## src/design/i2cmbs_pkg.sv

```systemverilog
`timescale 1ns / 1ps
// ----------------------------------------------------------------------------
// I2C master bit sequencer package
// Phase codes, operation codes and reset constants shared by the sequencer.
// ----------------------------------------------------------------------------
package i2cmbs_pkg;

    // Sequencer phase, one step of an SCL/SDA sequence per tick
    typedef enum logic [4:0] {
        PH_IDLE = 5'd0,
        PH_S1   = 5'd1,
        PH_S2   = 5'd2,
        PH_S3   = 5'd3,
        PH_S4   = 5'd4,
        PH_P1   = 5'd5,
        PH_P2   = 5'd6,
        PH_P3   = 5'd7,
        PH_WD   = 5'd8,
        PH_WH   = 5'd9,
        PH_WL   = 5'd10,
        PH_WR1  = 5'd11,
        PH_WR2  = 5'd12,
        PH_AR   = 5'd13,
        PH_AH   = 5'd14,
        PH_AW   = 5'd15,
        PH_RL   = 5'd16,
        PH_RH   = 5'd17,
        PH_RA   = 5'd18,
        PH_RAH  = 5'd19,
        PH_RAL  = 5'd20
    } phase_t;

    // Command codes carried by each tick
    typedef enum logic [2:0] {
        OP_NONE  = 3'd0,
        OP_START = 3'd1,
        OP_WRITE = 3'd2,
        OP_READ  = 3'd3,
        OP_STOP  = 3'd4
    } op_t;

    localparam int          TIMEOUT_W         = 10;
    localparam int          BYTE_W            = 8;
    localparam int          BITCNT_W          = 4;
    localparam logic [TIMEOUT_W-1:0] ACK_TIMEOUT_RESET = 10'd250;
    localparam logic [BITCNT_W-1:0]  BITS_PER_BYTE     = 4'd8;

endpackage

```

## src/design/i2c_master_bit_sequencer_core.sv

```systemverilog
`timescale 1ns / 1ps
// ----------------------------------------------------------------------------
// I2C master bit sequencer core
// Steps through start, stop, write-byte and read-byte line sequences, one
// step per timing tick, and reports line levels and status per tick.
// ----------------------------------------------------------------------------
// Every input transaction is one bus tick and produces exactly one result
// transaction. The core accepts one tick per clock while out_ready keeps the
// result channel from stalling: the tick is registered, and when it fires the
// sequencer state is stepped and the result is registered for the output.
// The rate is bounded by the single sequencer state update per clock. A
// command (start, write, read, stop) is taken only while the sequencer is
// idle; commands arriving while busy and unused operation codes are ignored.
// ack_timeout may be rewritten only while no tick is in flight.
module i2c_master_bit_sequencer_core (
    input  logic        clk,
    input  logic        rst_n,
    // tick input channel
    input  logic        in_valid,
    output logic        in_ready,
    input  logic [2:0]  operation,
    input  logic [7:0]  tx_byte,
    input  logic        send_ack,
    input  logic        sda_sample,
    // result channel
    output logic        out_valid,
    input  logic        out_ready,
    output logic        scl_level,
    output logic        sda_level,
    output logic        busy_res,
    output logic        done_res,
    output logic [7:0]  rx_byte,
    output logic        ack_failed,
    // configuration
    input  logic        cfg_we,
    input  logic [9:0]  cfg_wdata
);

    // Configuration register
    logic [i2cmbs_pkg::TIMEOUT_W-1:0] ack_timeout_reg;

    always_ff @(posedge clk or negedge rst_n)
    begin
        if (!rst_n)
            ack_timeout_reg <= i2cmbs_pkg::ACK_TIMEOUT_RESET;
        else if (cfg_we)
            ack_timeout_reg <= cfg_wdata;
    end

    // Input stage
    logic                              in_vld_reg;
    logic [2:0]                        op_reg;
    logic [i2cmbs_pkg::BYTE_W-1:0]     tx_byte_reg;
    logic                              send_ack_reg;
    logic                              sda_in_reg;
    logic                              out_vld_reg;
    logic                              advance;
    logic                              fire;

    assign advance  = !out_vld_reg || out_ready;
    assign fire     = in_vld_reg && advance;
    assign in_ready = !in_vld_reg || advance;

    always_ff @(posedge clk or negedge rst_n)
    begin
        if (!rst_n)
            in_vld_reg <= 1'b0;
        else if (in_ready)
            in_vld_reg <= in_valid;
    end

    always_ff @(posedge clk)
    begin
        if (in_valid && in_ready)
        begin
            op_reg       <= operation;
            tx_byte_reg  <= tx_byte;
            send_ack_reg <= send_ack;
            sda_in_reg   <= sda_sample;
        end
    end

    // Sequencer state
    i2cmbs_pkg::phase_t                 phase_reg, phase_next;
    logic [i2cmbs_pkg::BITCNT_W-1:0]    bit_cnt_reg, bit_cnt_next;
    logic [i2cmbs_pkg::BYTE_W-1:0]      shift_reg, shift_next;
    logic [i2cmbs_pkg::TIMEOUT_W-1:0]   wait_cnt_reg, wait_cnt_next;
    logic                               ack_reply_reg, ack_reply_next;
    logic                               scl_reg, scl_next;
    logic                               sda_reg, sda_next;
    logic [i2cmbs_pkg::BYTE_W-1:0]      rx_hold_reg, rx_hold_next;
    logic                               fail_reg, fail_next;
    logic                               done_next;

    always_ff @(posedge clk or negedge rst_n)
    begin
        if (!rst_n)
        begin
            phase_reg     <= i2cmbs_pkg::PH_IDLE;
            bit_cnt_reg   <= '0;
            shift_reg     <= '0;
            wait_cnt_reg  <= '0;
            ack_reply_reg <= 1'b0;
            scl_reg       <= 1'b1;
            sda_reg       <= 1'b1;
            rx_hold_reg   <= '0;
            fail_reg      <= 1'b0;
        end
        else if (fire)
        begin
            phase_reg     <= phase_next;
            bit_cnt_reg   <= bit_cnt_next;
            shift_reg     <= shift_next;
            wait_cnt_reg  <= wait_cnt_next;
            ack_reply_reg <= ack_reply_next;
            scl_reg       <= scl_next;
            sda_reg       <= sda_next;
            rx_hold_reg   <= rx_hold_next;
            fail_reg      <= fail_next;
        end
    end

    // Next state: command launch, then the step of the current phase
    always_comb
    begin
        phase_next     = phase_reg;
        bit_cnt_next   = bit_cnt_reg;
        shift_next     = shift_reg;
        wait_cnt_next  = wait_cnt_reg;
        ack_reply_next = ack_reply_reg;
        scl_next       = scl_reg;
        sda_next       = sda_reg;
        rx_hold_next   = rx_hold_reg;
        fail_next      = fail_reg;
        done_next      = 1'b0;

        // launch a command only when idle
        if (phase_reg == i2cmbs_pkg::PH_IDLE)
        begin
            unique case (op_reg)
                i2cmbs_pkg::OP_START:
                begin
                    fail_next = 1'b0; bit_cnt_next = '0; wait_cnt_next = '0;
                    phase_next = i2cmbs_pkg::PH_S1;
                end
                i2cmbs_pkg::OP_WRITE:
                begin
                    fail_next = 1'b0; bit_cnt_next = '0; wait_cnt_next = '0;
                    shift_next = tx_byte_reg;
                    phase_next = i2cmbs_pkg::PH_WD;
                end
                i2cmbs_pkg::OP_READ:
                begin
                    fail_next = 1'b0; bit_cnt_next = '0; wait_cnt_next = '0;
                    shift_next     = '0;
                    ack_reply_next = send_ack_reg;
                    sda_next       = 1'b1;
                    phase_next     = i2cmbs_pkg::PH_RL;
                end
                i2cmbs_pkg::OP_STOP:
                begin
                    fail_next = 1'b0; bit_cnt_next = '0; wait_cnt_next = '0;
                    phase_next = i2cmbs_pkg::PH_P1;
                end
                default: ;
            endcase
        end

        // one sequence step
        unique case (phase_next)
            i2cmbs_pkg::PH_IDLE: ;
            i2cmbs_pkg::PH_S1: begin sda_next = 1'b1; phase_next = i2cmbs_pkg::PH_S2; end
            i2cmbs_pkg::PH_S2: begin scl_next = 1'b1; phase_next = i2cmbs_pkg::PH_S3; end
            i2cmbs_pkg::PH_S3: begin sda_next = 1'b0; phase_next = i2cmbs_pkg::PH_S4; end
            i2cmbs_pkg::PH_S4:
            begin
                scl_next = 1'b0; phase_next = i2cmbs_pkg::PH_IDLE; done_next = 1'b1;
            end
            i2cmbs_pkg::PH_P1: begin sda_next = 1'b0; phase_next = i2cmbs_pkg::PH_P2; end
            i2cmbs_pkg::PH_P2: begin scl_next = 1'b1; phase_next = i2cmbs_pkg::PH_P3; end
            i2cmbs_pkg::PH_P3:
            begin
                sda_next = 1'b1; phase_next = i2cmbs_pkg::PH_IDLE; done_next = 1'b1;
            end
            // write: shift out MSB first
            i2cmbs_pkg::PH_WD:
            begin
                scl_next   = 1'b0;
                sda_next   = shift_next[i2cmbs_pkg::BYTE_W-1];
                shift_next = {shift_next[i2cmbs_pkg::BYTE_W-2:0], 1'b0};
                phase_next = i2cmbs_pkg::PH_WH;
            end
            i2cmbs_pkg::PH_WH: begin scl_next = 1'b1; phase_next = i2cmbs_pkg::PH_WL; end
            i2cmbs_pkg::PH_WL:
            begin
                scl_next     = 1'b0;
                bit_cnt_next = bit_cnt_next + 1'b1;
                phase_next   = (bit_cnt_next >= i2cmbs_pkg::BITS_PER_BYTE) ?
                               i2cmbs_pkg::PH_WR1 : i2cmbs_pkg::PH_WD;
            end
            i2cmbs_pkg::PH_WR1: begin sda_next = 1'b1; phase_next = i2cmbs_pkg::PH_WR2; end
            i2cmbs_pkg::PH_WR2: begin scl_next = 1'b0; phase_next = i2cmbs_pkg::PH_AR; end
            i2cmbs_pkg::PH_AR:
            begin
                sda_next = 1'b1; wait_cnt_next = '0; phase_next = i2cmbs_pkg::PH_AH;
            end
            i2cmbs_pkg::PH_AH: begin scl_next = 1'b1; phase_next = i2cmbs_pkg::PH_AW; end
            // acknowledge wait with timeout; a timeout falls into the stop sequence
            i2cmbs_pkg::PH_AW:
            begin
                priority if (!sda_in_reg)
                begin
                    scl_next = 1'b0; phase_next = i2cmbs_pkg::PH_IDLE; done_next = 1'b1;
                end
                else if (wait_cnt_next >= ack_timeout_reg)
                begin
                    fail_next = 1'b1; sda_next = 1'b0; phase_next = i2cmbs_pkg::PH_P2;
                end
                else
                begin
                    wait_cnt_next = wait_cnt_next + 1'b1;
                end
            end
            // read: shift in MSB first on the high clock phase
            i2cmbs_pkg::PH_RL: begin scl_next = 1'b0; phase_next = i2cmbs_pkg::PH_RH; end
            i2cmbs_pkg::PH_RH:
            begin
                scl_next     = 1'b1;
                shift_next   = {shift_next[i2cmbs_pkg::BYTE_W-2:0], sda_in_reg};
                bit_cnt_next = bit_cnt_next + 1'b1;
                if (bit_cnt_next >= i2cmbs_pkg::BITS_PER_BYTE)
                begin
                    rx_hold_next = shift_next;
                    phase_next   = i2cmbs_pkg::PH_RA;
                end
                else
                begin
                    phase_next = i2cmbs_pkg::PH_RL;
                end
            end
            i2cmbs_pkg::PH_RA:
            begin
                scl_next = 1'b0; sda_next = !ack_reply_next; phase_next = i2cmbs_pkg::PH_RAH;
            end
            i2cmbs_pkg::PH_RAH: begin scl_next = 1'b1; phase_next = i2cmbs_pkg::PH_RAL; end
            i2cmbs_pkg::PH_RAL:
            begin
                scl_next = 1'b0; phase_next = i2cmbs_pkg::PH_IDLE; done_next = 1'b1;
            end
            default: phase_next = i2cmbs_pkg::PH_IDLE;
        endcase
    end

    // Result register
    logic                          scl_out_reg, sda_out_reg, busy_out_reg, done_out_reg;
    logic [i2cmbs_pkg::BYTE_W-1:0] rx_out_reg;
    logic                          fail_out_reg;

    always_ff @(posedge clk or negedge rst_n)
    begin
        if (!rst_n)
            out_vld_reg <= 1'b0;
        else if (fire)
            out_vld_reg <= 1'b1;
        else if (out_ready)
            out_vld_reg <= 1'b0;
    end

    always_ff @(posedge clk)
    begin
        if (fire)
        begin
            scl_out_reg  <= scl_next;
            sda_out_reg  <= sda_next;
            busy_out_reg <= (phase_next != i2cmbs_pkg::PH_IDLE);
            done_out_reg <= done_next;
            rx_out_reg   <= rx_hold_next;
            fail_out_reg <= fail_next;
        end
    end

    assign out_valid  = out_vld_reg;
    assign scl_level  = scl_out_reg;
    assign sda_level  = sda_out_reg;
    assign busy_res   = busy_out_reg;
    assign done_res   = done_out_reg;
    assign rx_byte    = rx_out_reg;
    assign ack_failed = fail_out_reg;

    // Assertions
    a_done_not_busy: assert property (@(posedge clk) disable iff (!rst_n)
        out_vld_reg |-> !(done_out_reg && busy_out_reg))
        else $error("done and busy reported together");

    a_fail_enters_stop: assert property (@(posedge clk) disable iff (!rst_n)
        $rose(fail_reg) |-> (phase_reg == i2cmbs_pkg::PH_P2))
        else $error("ack failure without stop sequence");

    a_bit_cnt_range: assert property (@(posedge clk) disable iff (!rst_n)
        bit_cnt_reg <= i2cmbs_pkg::BITS_PER_BYTE)
        else $error("bit counter past one byte");

    a_tick_held: assert property (@(posedge clk) disable iff (!rst_n)
        (in_vld_reg && !fire) |=> in_vld_reg && $stable(op_reg))
        else $error("pending tick lost while output stalled");

endmodule
```

## config.mk

```make
export PLATFORM = sky130hd
export DESIGN_NAME = i2c_master_bit_sequencer_core
export DESIGN_NICKNAME = d
export VERILOG_FILES = /design/src/design/i2cmbs_pkg.sv /design/src/design/i2c_master_bit_sequencer_core.sv
export SDC_FILE = /design/constraint.sdc
export NUM_CORES = 1
export LEC_CHECK = 0
export BUFFER_PORTS_ARGS = -buffer_cell sky130_fd_sc_hd__clkbuf_2
export CORE_ASPECT_RATIO = 0.75
export CORE_UTILIZATION = 50
export CTS_CLUSTER_DIAMETER = 80
export DETAILED_ROUTE_END_ITERATION = 10
export PLACE_DENSITY = 0.74
export SLEW_MARGIN = 25
export SYNTH_ARGS = -nofsm -noshare
export SYNTH_HDL_FRONTEND = slang
export SYNTH_SLANG_ARGS = --single-unit
export TNS_END_PERCENT = 10
```

## constraint.sdc

```tcl
create_clock -name clk -period 4.6 [get_ports clk]
set_clock_uncertainty 0.1 [all_clocks]
set_input_delay 0.46 -clock clk [delete_from_list [all_inputs] [get_ports clk]]
set_output_delay 0.46 -clock clk [all_outputs]
set_load 0.005 [all_outputs]
```

Word level (Yosys, flattened, before mapping)
Index checks and enable logic that the tools add are counted.
{"block": "op_classes", "n_reduce_logical": 18, "eq_ne": 24, "n_addsub": 2, "muxes": 38, "n_lt_le_gt_ge": 2}
{"op": "case mux 5 bit (18 select lines)", "count": 1}
{"op": "equality test 5 x 4 -> 1 bit (second input constant)", "count": 8}
{"op": "2-to-1 mux 10 bit", "count": 4}
{"op": "case mux 8 bit (2 select lines)", "count": 2}
{"op": "equality test 5 bit (second input constant)", "count": 5}
{"op": "2-to-1 mux 8 bit", "count": 3}
{"op": "equality test 5 x 3 -> 1 bit (second input constant)", "count": 4}
{"op": "case mux 10 bit (2 select lines)", "count": 1}
{"op": "case mux 5 bit (4 select lines)", "count": 1}
{"op": "2-to-1 mux 1 bit", "count": 15}
{"op": "2-to-1 mux 5 bit", "count": 3}
{"op": "2-to-1 mux 4 bit", "count": 3}
{"op": "adder 10 x 1 -> 10 bit (second input constant)", "count": 1}
{"op": "equality test 5 x 2 -> 1 bit (second input constant)", "count": 2}
{"op": ">= comparator 10 bit", "count": 1}
{"op": "zero test 5 bit", "count": 2}
{"op": "OR reduction 4 bit", "count": 2}
{"op": "OR reduction 7 bit", "count": 1}
{"op": "equality test 3 x 2 -> 1 bit (second input constant)", "count": 2}
{"op": "OR reduction 6 bit", "count": 1}
{"op": "equality test 5 x 1 -> 1 bit (second input constant)", "count": 1}
{"op": "case mux 1 bit (5 select lines)", "count": 1}
{"op": "nonzero test 5 bit", "count": 1}
{"op": "adder 4 x 1 -> 4 bit (second input constant)", "count": 1}
{"op": "other kinds (12)", "count": 18}
{"block": "word_totals", "reg_bits": 77, "out_inout_bits": 15, "in_bits": 28}

Logic depth before layout (Yosys ltp)
Gate-level depths: netlist (run 1).
{"block": "depth", "word_depth": 9, "mapped_depth": 14, "ltp_nobuf": 11}

Worst setup path after synthesis (run 1)
OpenSTA, ideal clock, no wires.
{"block": "synth_timing", "kind": "flip-flop to flip-flop", "startpoint": "register phase_reg[1]", "endpoint": "register wait_cnt_reg[5] in the netlist's numbering", "arrival_time_ns": 3.769, "path_stages_with_launch": 14, "period_less_slack_ns": 3.939, "path_slack_ns": 0.661, "n_path_buf": 3, "setup_ns": 0.070, "path_cell_list": "dfrtp_1 > buf_6 > or4_1 > buf_2 > or4_4 > clkbuf_1 > nand2_1 > ha_1 > nand2b_1 > a21o_1 > a311oi_1 > nand3_1 > or4b_1 > nand3_1"}
{"block": "synth_between", "elab_chain_cells": 6, "word_cells_on_any_way": 11, "cone_classes": "add/sub: 1; order compare: 1; eq/ne: 2; mux: 6; reduce/logical: 1"}
{"item": "start, declared", "line_no": "i2c_master_bit_sequencer_core.sv:84", "text": "i2cmbs_pkg::phase_t phase_reg, phase_next;"}
{"item": "start signal, assigned", "line_no": "i2c_master_bit_sequencer_core.sv:99", "text": "phase_reg <= i2cmbs_pkg::PH_IDLE;"}
{"item": "start signal, assigned", "line_no": "i2c_master_bit_sequencer_core.sv:111", "text": "phase_reg <= phase_next;"}
{"item": "zero test 5 bit", "line_no": "i2c_master_bit_sequencer_core.sv:138", "text": "if (phase_reg == i2cmbs_pkg::PH_IDLE)"}
{"item": "2-to-1 mux 10 bit", "line_no": "i2c_master_bit_sequencer_core.sv:138"}
{"item": "adder 10 x 1 -> 10 bit / >= comparator 10 bit (equally long branches)", "line_no": "i2c_master_bit_sequencer_core.sv:221, i2c_master_bit_sequencer_core.sv:215"}
{"item": "2-to-1 mux 10 bit", "line_no": "i2c_master_bit_sequencer_core.sv:215", "text": "else if (wait_cnt_next >= ack_timeout_reg)"}
{"item": "2-to-1 mux 10 bit", "line_no": "i2c_master_bit_sequencer_core.sv:211", "text": "priority if (!sda_in_reg)"}
{"item": "case mux 10 bit (2 select lines) (*)", "line_no": "i2c_master_bit_sequencer_core.sv:170", "text": "unique case (phase_next)"}
{"item": "end signal, assigned", "line_no": "i2c_master_bit_sequencer_core.sv:114", "text": "wait_cnt_reg <= wait_cnt_next;"}
{"item": "end, declared", "line_no": "i2c_master_bit_sequencer_core.sv:87", "text": "logic [i2cmbs_pkg::TIMEOUT_W-1:0] wait_cnt_reg, wait_cnt_next;"}
Mark *: on every way between the ends. The rest lies on a longest branch, timed or not.
A chain may end at the register's enable or synchronous reset.

Final worst setup path (run 1)
Ends and elaborated chain as after synthesis.

==> results.json, run 1 <==
{
  "finalSetupViolCount": 0,
  "numPortBuffers": 42,
  "crit-reg2reg-launch": "phase_reg[1]$_DFFE_PN0P_",
  "grt_pass1_wl_um": 16240,
  "final_layout_size_suffix_gt1_share_pct": 21.26,
  "critical_path.most_common_cell": "sky130_fd_sc_hd__nand3_1",
  "cellLeakagePower_nw": 2.087,
  "yosys_register_bits": 77,
  "filler_cell_count": 689,
  "hold_ws_ps": 142.0,
  "boundaryPins": 43,
  "cp_slowest_stage_delay_ps": 660,
  "timing.critical_path.to_type": "flip-flop",
  "r2r.worst_path.cells": 12,
  "netlist_area_um2": 4248,
  "wirelength_um": 9926,
  "syn2layout_area_growth_pct": 15.02,
  "clkTransAtPathRegs_ps": 60,
  "cts.sinks": 77,
  "worst_skew_pair.late_latency_ps": 340,
  "critical_path.max_fanout": 17,
  "drc_violation_total_after_the_first_tritonroute_iteration": 330,
  "grt_util_all_layers_pct": 24.47,
  "drc": 0,
  "synth_commonest_cells": "sky130_fd_sc_hd__nand2_1 (49), sky130_fd_sc_hd__dfrtp_1 (43), sky130_fd_sc_hd__o21ai_0 (41)",
  "crit_path_cell_trace": "or4_1 > or4_4 > nand2_1 > inv_1 > ha_1 > a211oi_1 > nor2_1 > a311oi_1 > nand3_1 > buf_4 > o311ai_0 > nand3_1",
  "syn_nets": 469,
  "cts_hold_buffers": 0,
  "cts.repair.resized": 0,
  "cts_buffers": 9,
  "ant_nets": 0,
  "ctsRootBufferMaster": "sky130_fd_sc_hd__clkbuf_16",
  "crit_path_top_delay_cell": "sky130_fd_sc_hd__or4_4",
  "synth_top_area_share_pct": 25.33,
  "antenna_found_initial": 0,
  "cts_setup_buffers": 0,
  "synth_enable_flop_cells": 26,
  "fp.dieArea_um2": 8872,
  "drv_cap": 0,
  "viasPerCell": 5.976,
  "yosysUniqueCellTypes": 64,
  "ys_top_cells_by_area": "sky130_fd_sc_hd__dfrtp_1 (25%), sky130_fd_sc_hd__edfxtp_1 (18%), sky130_fd_sc_hd__dfstp_2 (4.9%)",
  "power-per-cell-area_nw_per_um2": 489.1,
  "rr_endpoint": "wait_cnt_reg[5]$_DFFE_PN0P_",
  "die_w_um": 108.4,
  "grt_max_degree": 52,
  "dpl.hpwl_um": 6843,
  "holdCritPathClass": "in -> async",
  "timing.fmax_mhz": 250.4,
  "ctsHtreeMaxLevel": 3,
  "max_slew.worst_pin.slew_ps": 839.2,
  "initial_core_utilization_pct": 52.72,
  "final_net_count": 511,
  "rsz0062_at_grt": "no",
  "critical_path_required_ps": 4700,
  "post_synth.cell_area_avg_um2": 9.902,
  "report.final.hold_viol_count": 0,
  "setup_tns_ps": 0,
  "netlist_instances": 429,
  "via_count": 3466,
  "antenna_cells": 0,
  "synth_seq_area_share_pct": 48.66,
  "share_of_flip_flops_with_an_asynchronous_set_or_reset_after_synthesis_pct": 66.23,
  "shortest_clock_period_the_worst_path_allows_after_layout_ps": 3993,
  "reg2reg_slack_ps": 610,
  "layout.core_utilization_pct": 60.64,
  "num_rows": 28,
  "largest_area_contributor_in_the_netlist": "sky130_fd_sc_hd__dfrtp_1",
  "synthMostInstantiatedCell": "sky130_fd_sc_hd__nand2_1",
  "timing_worst_setup_path_type": "reg -> reg",
  "chipHeight_um": 81.83,
  "ys_dominant_reg_cell": "sky130_fd_sc_hd__dfrtp_1",
  "yosys_warnings": 0,
  "placedInstanceArea_um2": 4582,
  "fin_crit_sh_pct": 86.80,
  "worstSetupStartpointType": "flip-flop",
  "fin_area_um2": 4886,
  "wl_per_cell_um": 17.11,
  "fp.coreArea_um2": 8058,
  "tritoncts": "built",
  "maxSlewViolCount": 0,
  "power.ir.vdd_worst_mv": 0.2407,
  "gp_routability_congestion": 0.9367,
  "drt_first_pass_iters": 5,
  "clockBufferDepth": 2,
  "grt_pass1_vias": 3137,
  "critPathArrivalTime_ps": 4090,
  "grt-ovfl-total": 0,
  "status": "finished, final reports clean",
  "max-slew-margin-rel_pct": 43.80
}
==> power breakdown <==
part | internal, mW | switching, mW | total (mW) | leakage, nW
clock network | 0.466 | 0.273 | 0.739 | 0.144
registers | 0.844 | 0.0800 | 0.924 | 0.869
logic | 0.291 | 0.436 | 0.727 | 1.07
==> per-stage QoR <==
step           setup slack [ps]  instances  total power, mW
2_1_floorplan             661.1        429            1.432
3_3_place_gp              765.8        565            1.626
3_5_place_dp              660.6        565            1.641
4_1_cts                   639.4        580            2.387
5_1_grt                   392.6        580            2.520
6_report                  607.1        580            2.390
==> cell type report <==
class,count,area [um2],area share [%]
well taps,105,131.4,2.689
repair buffers,54,300.3,6.146
clock buffers,9,225.2,4.609
inverters,23,86.33,1.767
flip-flops and latches,77,2067,42.30
multi-input cells,306,1997,40.87
clock inverters,6,78.83,1.613
==> kinds of logic after synthesis <==
kind of cell | synth area share (%)
multiplexers | 6.686
XOR/XNOR | 0.8247
AO/OA/AOI/OAI | 15.32
adder cells (fa/ha/maj) | 3.535
flip-flops | 48.66
buffers and inverters | 4.330
AND/OR/NAND/NOR | 20.65
==> layout by cell type, fill, tap and decap left out, types with 3 or more instances in the layout <==
master                      Yosys  layout
sky130_fd_sc_hd__a211oi_1       3       3
sky130_fd_sc_hd__a21oi_1       18      18
sky130_fd_sc_hd__a2bb2oi_1      3       3
sky130_fd_sc_hd__a31oi_1        8       8
sky130_fd_sc_hd__and2_1         8       8
sky130_fd_sc_hd__and3_1         5       5
sky130_fd_sc_hd__and3b_1        3       3
sky130_fd_sc_hd__buf_4          0      12
sky130_fd_sc_hd__clkbuf_16      0       9
sky130_fd_sc_hd__clkbuf_2       0      42
sky130_fd_sc_hd__clkinv_1       0       3
sky130_fd_sc_hd__dfrtp_1       43      43
sky130_fd_sc_hd__dfstp_2        8       8
sky130_fd_sc_hd__edfxtp_1      26      26
sky130_fd_sc_hd__ha_1          12      12
sky130_fd_sc_hd__inv_1         23      23
sky130_fd_sc_hd__mux2_2        18      18
sky130_fd_sc_hd__mux2i_1        7       7
sky130_fd_sc_hd__nand2_1       49      49
sky130_fd_sc_hd__nand2b_1       8       8
sky130_fd_sc_hd__nand3_1       19      19
sky130_fd_sc_hd__nand3b_1       4       4
sky130_fd_sc_hd__nand4_1        3       3
sky130_fd_sc_hd__nand4b_1       3       3
sky130_fd_sc_hd__nor2_1        22      22
sky130_fd_sc_hd__nor2b_1        6       6
sky130_fd_sc_hd__nor3_1         8       8
sky130_fd_sc_hd__nor3b_1        3       3
sky130_fd_sc_hd__nor4_1         3       3
sky130_fd_sc_hd__o211ai_1       3       3
sky130_fd_sc_hd__o21ai_0       41      41
sky130_fd_sc_hd__o311ai_0       3       3
sky130_fd_sc_hd__or4_1          4       4
sky130_fd_sc_hd__xor2_1         4       4
==> per-layer routing <==
metal  GRT usage [%]  part of all wire [%]  vias up
met4           8.784                   1.7        0
met3           4.921                   8.1       19
li1                -                     -     1654
met1           37.79                    47     1646
met2           33.48                    43      147
met5               0                     0        -
==> critical path: cells and delay by family, from the launching register on <==
kind | cells | cell delay (ps)
adders and majority gates | 1 | 290
AOI/OAI and AO/OA | 3 | 1020
and+or+nand+nor | 6 | 1780
DFF | 1 | 370
buffers and inverters | 2 | 300
==> worst max-delay path by stage <==
stage | from | endpoint | slack (ps)
floorplan | phase_reg[1]$_DFFE_PN0P_ | wait_cnt_reg[5]$_DFFE_PN0P_ | 660
global placement | phase_reg[1]$_DFFE_PN0P_ | wait_cnt_reg[5]$_DFFE_PN0P_ | 770
detailed placement | phase_reg[1]$_DFFE_PN0P_ | wait_cnt_reg[5]$_DFFE_PN0P_ | 660
CTS | phase_reg[1]$_DFFE_PN0P_ | wait_cnt_reg[5]$_DFFE_PN0P_ | 640
global route | phase_reg[1]$_DFFE_PN0P_ | wait_cnt_reg[5]$_DFFE_PN0P_ | 390
finish | phase_reg[1]$_DFFE_PN0P_ | wait_cnt_reg[5]$_DFFE_PN0P_ | 610
Note: power is estimated with default switching activity, not from simulation.
==> inputs of run 2 (changes only) <==
--- a/config.mk
+++ b/config.mk
@@ -6,7 +6,6 @@
 export NUM_CORES = 1
 export LEC_CHECK = 0
 export BUFFER_PORTS_ARGS = -buffer_cell sky130_fd_sc_hd__clkbuf_2
-export CORE_ASPECT_RATIO = 0.75
 export CORE_UTILIZATION = 50
 export CTS_CLUSTER_DIAMETER = 80
 export DETAILED_ROUTE_END_ITERATION = 10
==> results.json, run 2 (synthesis gave the netlist of run 1 again) <==
{
  "cts_hold_buffers": 0,
  "layout.core_utilization_pct": 58.67,
  "cts.repair.resized": 0,
  "gp_routability_congestion": 0.9143,
  "ctsRootBufferMaster": "sky130_fd_sc_hd__clkbuf_8",
  "shortest_clock_period_the_worst_path_allows_after_layout_ps": 4091,
  "drv_cap": 0,
  "numPortBuffers": 42,
  "fin_area_um2": 4821,
  "tritoncts": "built",
  "layout_commonest_cell": "sky130_fd_sc_hd__nand2_1",
  "grt-ovfl-total": 0,
  "crit-reg2reg-launch": "phase_reg[1]$_DFFE_PN0P_",
  "cts.sinks": 77,
  "final_critical_path_setup_slack_ps": 509.1,
  "fp.coreArea_um2": 8217,
  "antenna_found_initial": 0,
  "worst_skew_pair.late_latency_ps": 350,
  "worstSetupStartpointType": "flip-flop",
  "cts_buffers": 9,
  "drt_first_pass_iters": 5,
  "wirelength_um": 9824,
  "fp.dieArea_um2": 8868,
  "setup_tns_ps": 0,
  "report.final.hold_viol_count": 0,
  "critical_path.max_fanout": 14,
  "finalSetupViolCount": 0,
  "post_place_cells": 565,
  "reg2reg_slack_ps": 510,
  "hold_ws_ps": 137.3,
  "grt_pass1_wl_um": 16190,
  "grt_util_all_layers_pct": 23.65,
  "ctsHtreeMaxLevel": 3,
  "antenna_cells": 0,
  "dpl.hpwl_um": 6946,
  "clkTransAtPathRegs_ps": 80,
  "clockBufferDepth": 2,
  "via_count": 3450,
  "grt_pass1_vias": 3345,
  "die_w_um": 94.17,
  "critPathArrivalTime_ps": 4270,
  "final_layout_size_suffix_gt1_share_pct": 21.85,
  "critical_path_required_ps": 4780,
  "r2r.worst_path.cells": 12,
  "boundaryPins": 43,
  "rr_endpoint": "wait_cnt_reg[5]$_DFFE_PN0P_",
  "timing.critical_path.to_type": "flip-flop",
  "power.ir.vdd_worst_mv": 0.2009,
  "power-per-cell-area_nw_per_um2": 469.6,
  "syn2layout_area_growth_pct": 13.49,
  "initial_core_utilization_pct": 51.70,
  "placedInstanceArea_um2": 4582,
  "viasPerCell": 5.938,
  "chipHeight_um": 94.17,
  "max_slew.worst_pin.slew_ps": 841.1,
  "holdCritPathClass": "in -> async",
  "cellLeakagePower_nw": 2.060,
  "drc": 0,
  "timing_worst_setup_path_type": "reg -> reg",
  "filler_cell_count": 689,
  "wl_per_cell_um": 16.91,
  "timing.fmax_mhz": 244.4,
  "maxSlewViolCount": 0,
  "post-layout-total-power_mw": 2.264,
  "status": "finished, final reports clean",
  "ant_nets": 0,
  "final_net_count": 511,
  "fin_crit_sh_pct": 88.93,
  "post_layout_nonfiller_instances": 581,
  "grt_max_degree": 52,
  "preCtsSetupSlack_ps": 561.7,
  "rsz0062_at_grt": "no",
  "drc_violation_total_after_the_first_tritonroute_iteration": 212,
  "max-slew-margin-rel_pct": 43.67,
  "cts_setup_buffers": 0,
  "final_cell_mix": "sky130_fd_sc_hd__nand2_1 (49), sky130_fd_sc_hd__dfrtp_1 (43), sky130_fd_sc_hd__clkbuf_2 (42)",
  "num_rows": 33
}
-- run 2: cell count changes in the layout (fill, tap and decap cells not counted), sizes merged --
cell	delta
clkinv	-2
clkbuf	+1
bufinv	+1
inv	+1
-- run 2: worst max-delay path by stage --
stage                                  start                          end  slack (ps)  depth (start not counted)
CTS                 phase_reg[1]$_DFFE_PN0P_  wait_cnt_reg[5]$_DFFE_PN0P_         560                         12
finish              phase_reg[1]$_DFFE_PN0P_  wait_cnt_reg[5]$_DFFE_PN0P_         510                         12
detailed placement  phase_reg[1]$_DFFE_PN0P_  wait_cnt_reg[5]$_DFFE_PN0P_         560                         12
global route        phase_reg[1]$_DFFE_PN0P_  wait_cnt_reg[5]$_DFFE_PN0P_         280                         12
global placement    phase_reg[1]$_DFFE_PN0P_  wait_cnt_reg[5]$_DFFE_PN0P_         640                         12
floorplan           phase_reg[1]$_DFFE_PN0P_  wait_cnt_reg[5]$_DFFE_PN0P_         660                         13
-- run 2: report_power, final --
group	internal [mW]	switching [mW]
Clock	0.362	0.255
Sequential	0.842	0.0780
Combinational	0.291	0.436
-- run 2: area by class of cell --
cell class	count	area, um2	share of cell area (%)
inverter	23	86.33	1.791
timing repair buffer	54	300.3	6.229
multi-input combinational	306	1997	41.42
sequential	77	2067	42.88
tap	105	131.4	2.725
clock inverter	6	111.4	2.310
clock buffer	10	127.6	2.647
-- run 2: metal layers --
metal	global-route usage, %	routed length [um]
met4	8.205	161
met1	30.13	4371
met5	0	0
met3	3.560	515
met2	40.58	4776
-- run 2: worst max-delay path: stages (launching register included) --
cell and delay (ps):
sky130_fd_sc_hd__dfrtp_1 380, sky130_fd_sc_hd__or4_1 660, sky130_fd_sc_hd__or4_4 660, sky130_fd_sc_hd__nand2_1 140
sky130_fd_sc_hd__inv_1 80, sky130_fd_sc_hd__ha_1 280, sky130_fd_sc_hd__a211oi_1 230, sky130_fd_sc_hd__nor2_1 70
sky130_fd_sc_hd__a311oi_1 320, sky130_fd_sc_hd__nand3_1 250, sky130_fd_sc_hd__buf_4 250, sky130_fd_sc_hd__or4b_1 510
sky130_fd_sc_hd__nand3_1 90
==> inputs of run 3 (changes only) <==
==> constraint.sdc (replaced) <==
create_clock -name clk -period 4.6 [get_ports clk]
set_clock_uncertainty 0.1 [all_clocks]
set_input_delay 0.92 -clock clk [delete_from_list [all_inputs] [get_ports clk]]
set_output_delay 0.92 -clock clk [all_outputs]
set_load 0.005 [all_outputs]
==> results.json, run 3 (synthesis gave the netlist of run 1 again) <==
{
  "fin_crit_sh_pct": 90.78,
  "cts_hold_buffers": 0,
  "timing.fmax_mhz": 239.5,
  "timing_worst_setup_path_type": "reg -> reg",
  "boundaryPins": 43,
  "fin_area_um2": 4805,
  "antenna_found_initial": 0,
  "critical_path_required_ps": 4800,
  "cts.repair.resized": 0,
  "post-layout-total-power_mw": 2.203,
  "globalRouteMet1Util_pct": 29.23,
  "fp.dieArea_um2": 8868,
  "clkTransAtPathRegs_ps": 80,
  "post_layout_nonfiller_instances": 582,
  "drc_violation_total_after_the_first_tritonroute_iteration": 240,
  "report.final.hold_viol_count": 0,
  "fp.coreArea_um2": 8217,
  "globalRouteMet2Util_pct": 38.65,
  "grt_util_all_layers_pct": 23.26,
  "setup_tns_ps": 0,
  "worstSetupStartpointType": "flip-flop",
  "drc": 0,
  "drv_cap": 0,
  "final_cell_mix": "sky130_fd_sc_hd__nand2_1 (49), sky130_fd_sc_hd__dfrtp_1 (43), sky130_fd_sc_hd__clkbuf_2 (42)",
  "r2r.worst_path.cells": 12,
  "worst_skew_pair.late_latency_ps": 370,
  "tritoncts": "built",
  "critical_path.max_fanout": 14,
  "grt-ovfl-total": 0,
  "finalSetupViolCount": 0,
  "chipHeight_um": 94.17,
  "ctsRootBufferMaster": "sky130_fd_sc_hd__clkbuf_8",
  "grt_pass1_vias": 3300,
  "final_net_count": 512,
  "crit_path_cell_trace": "or4_1 > or4_4 > nand2_1 > inv_1 > ha_1 > a211oi_1 > nor2_1 > a311oi_1 > buf_4 > nand3_1 > or4b_1 > nand3_1",
  "filler_cell_count": 687,
  "power.ir.vdd_worst_mv": 0.1973,
  "numPortBuffers": 42,
  "layout_commonest_cell": "sky130_fd_sc_hd__nand2_1",
  "worstHoldEndpoint": "ack_reply_reg$_DFFE_PN0P_",
  "crit-reg2reg-launch": "phase_reg[1]$_DFFE_PN0P_",
  "power-per-cell-area_nw_per_um2": 458.4,
  "hold_start": "send_ack_reg$_DFFE_PP_",
  "cp.buffers_inverters": 2,
  "cts.sinks": 77,
  "final_layout_size_suffix_gt1_share_pct": 21.80,
  "critical_path.most_common_cell": "sky130_fd_sc_hd__nand3_1",
  "initial_core_utilization_pct": 51.70,
  "die_w_um": 94.17,
  "shortest_clock_period_the_worst_path_allows_after_layout_ps": 4176,
  "rr_endpoint": "wait_cnt_reg[5]$_DFFE_PN0P_",
  "via_count": 3412,
  "grt_pass1_wl_um": 15670,
  "post_place_cells": 566,
  "max-slew-margin-rel_pct": 45.38,
  "cellLeakagePower_nw": 2.048,
  "placedInstanceArea_um2": 4589,
  "cp_slowest_stage_delay_ps": 660,
  "wl_per_cell_um": 16.41,
  "status": "finished, final reports clean",
  "rsz0062_at_grt": "no",
  "gp_routability_congestion": 0.9078,
  "ctsHtreeMaxLevel": 3,
  "critPathArrivalTime_ps": 4370,
  "maxSlewViolCount": 0,
  "holdCritPathClass": "reg -> reg",
  "wirelength_um": 9549,
  "grt_max_degree": 52,
  "hold-path-cell-count": 1,
  "timing.critical_path.to_type": "flip-flop",
  "global_route.peak_usage_layer": "met2",
  "viasPerCell": 5.863,
  "cts_setup_buffers": 0,
  "antenna_cells": 0,
  "cts_buffers": 9,
  "ant_nets": 0,
  "use_met3_pct": 6.068,
  "drt_first_pass_iters": 5,
  "reg2reg_slack_ps": 420,
  "clockBufferDepth": 2,
  "crit_path_top_delay_cell": "sky130_fd_sc_hd__or4_4",
  "dpl.hpwl_um": 6793,
  "syn2layout_area_growth_pct": 13.11,
  "layout.core_utilization_pct": 58.47,
  "max_slew.worst_pin.slew_ps": 815.5,
  "num_rows": 33,
  "timing.critical_path.max_delay_family": "simple AND/OR/NAND/NOR gates"
}
[run 3: changes by cell type in the layout (fill, tap and decap cells not counted)]
cell                         before  now
sky130_fd_sc_hd__buf_4           12   13
sky130_fd_sc_hd__clkinv_2         1    0
sky130_fd_sc_hd__bufinv_16        3    2
sky130_fd_sc_hd__clkinv_1         0    1
sky130_fd_sc_hd__clkinvlp_4       1    2
[run 3: per-layer routing]
metal,wire (um),up-vias
li1,-,1646
met1,4309,1629
met2,4583,120
met3,487,17
met4,169,0
met5,0,-
[run 3: report_power, final]
part	internal, mW	switching (mW)
Clock	0.306	0.256
Combinational	0.292	0.431
Sequential	0.842	0.0757
[run 3: layout make-up]
| cell class | count | area, um2 | share of cell area (%) |
|---|---|---|---|
| Sequential cell | 77 | 2067 | 43.02 |
| Timing Repair Buffer | 55 | 307.8 | 6.406 |
| Tap cell | 105 | 131.4 | 2.734 |
| Clock buffer | 10 | 127.6 | 2.656 |
| Multi-Input combinational cell | 306 | 1997 | 41.56 |
| Inverter | 23 | 86.33 | 1.797 |
| Clock inverter | 6 | 87.58 | 1.823 |
[run 3: metrics by stage]
step	setup slack, ps	hold WS (ps)
final	424.1	382.7
after CTS	444.3	390.6
after floorplan	661.1	349.6
after global placement	609.4	364.7
after detailed placement	476.4	373.0
after global routing	233.1	416.1
[run 3: worst max-delay path by stage]
stage,cells past startpoint,slack [ps],endpoint,start
after floorplan,13,660,wait_cnt_reg[5]$_DFFE_PN0P_,phase_reg[1]$_DFFE_PN0P_
after global placement,12,610,wait_cnt_reg[5]$_DFFE_PN0P_,phase_reg[1]$_DFFE_PN0P_
after detailed placement,12,480,wait_cnt_reg[5]$_DFFE_PN0P_,phase_reg[1]$_DFFE_PN0P_
after CTS,12,440,wait_cnt_reg[5]$_DFFE_PN0P_,phase_reg[1]$_DFFE_PN0P_
after global routing,12,230,wait_cnt_reg[9]$_DFFE_PN0P_,phase_reg[1]$_DFFE_PN0P_
final,12,420,wait_cnt_reg[5]$_DFFE_PN0P_,phase_reg[1]$_DFFE_PN0P_
[run 3: worst register-to-register path, stage by stage (launching register included)]
cell,delay (ps)
sky130_fd_sc_hd__dfrtp_1,380
sky130_fd_sc_hd__or4_1,650
sky130_fd_sc_hd__or4_4,660
sky130_fd_sc_hd__nand2_1,150
sky130_fd_sc_hd__inv_1,80
sky130_fd_sc_hd__ha_1,300
sky130_fd_sc_hd__a211oi_1,240
sky130_fd_sc_hd__nor2_1,80
sky130_fd_sc_hd__a311oi_1,270
sky130_fd_sc_hd__buf_4,180
sky130_fd_sc_hd__nand3_1,310
sky130_fd_sc_hd__or4b_1,620
sky130_fd_sc_hd__nand3_1,90
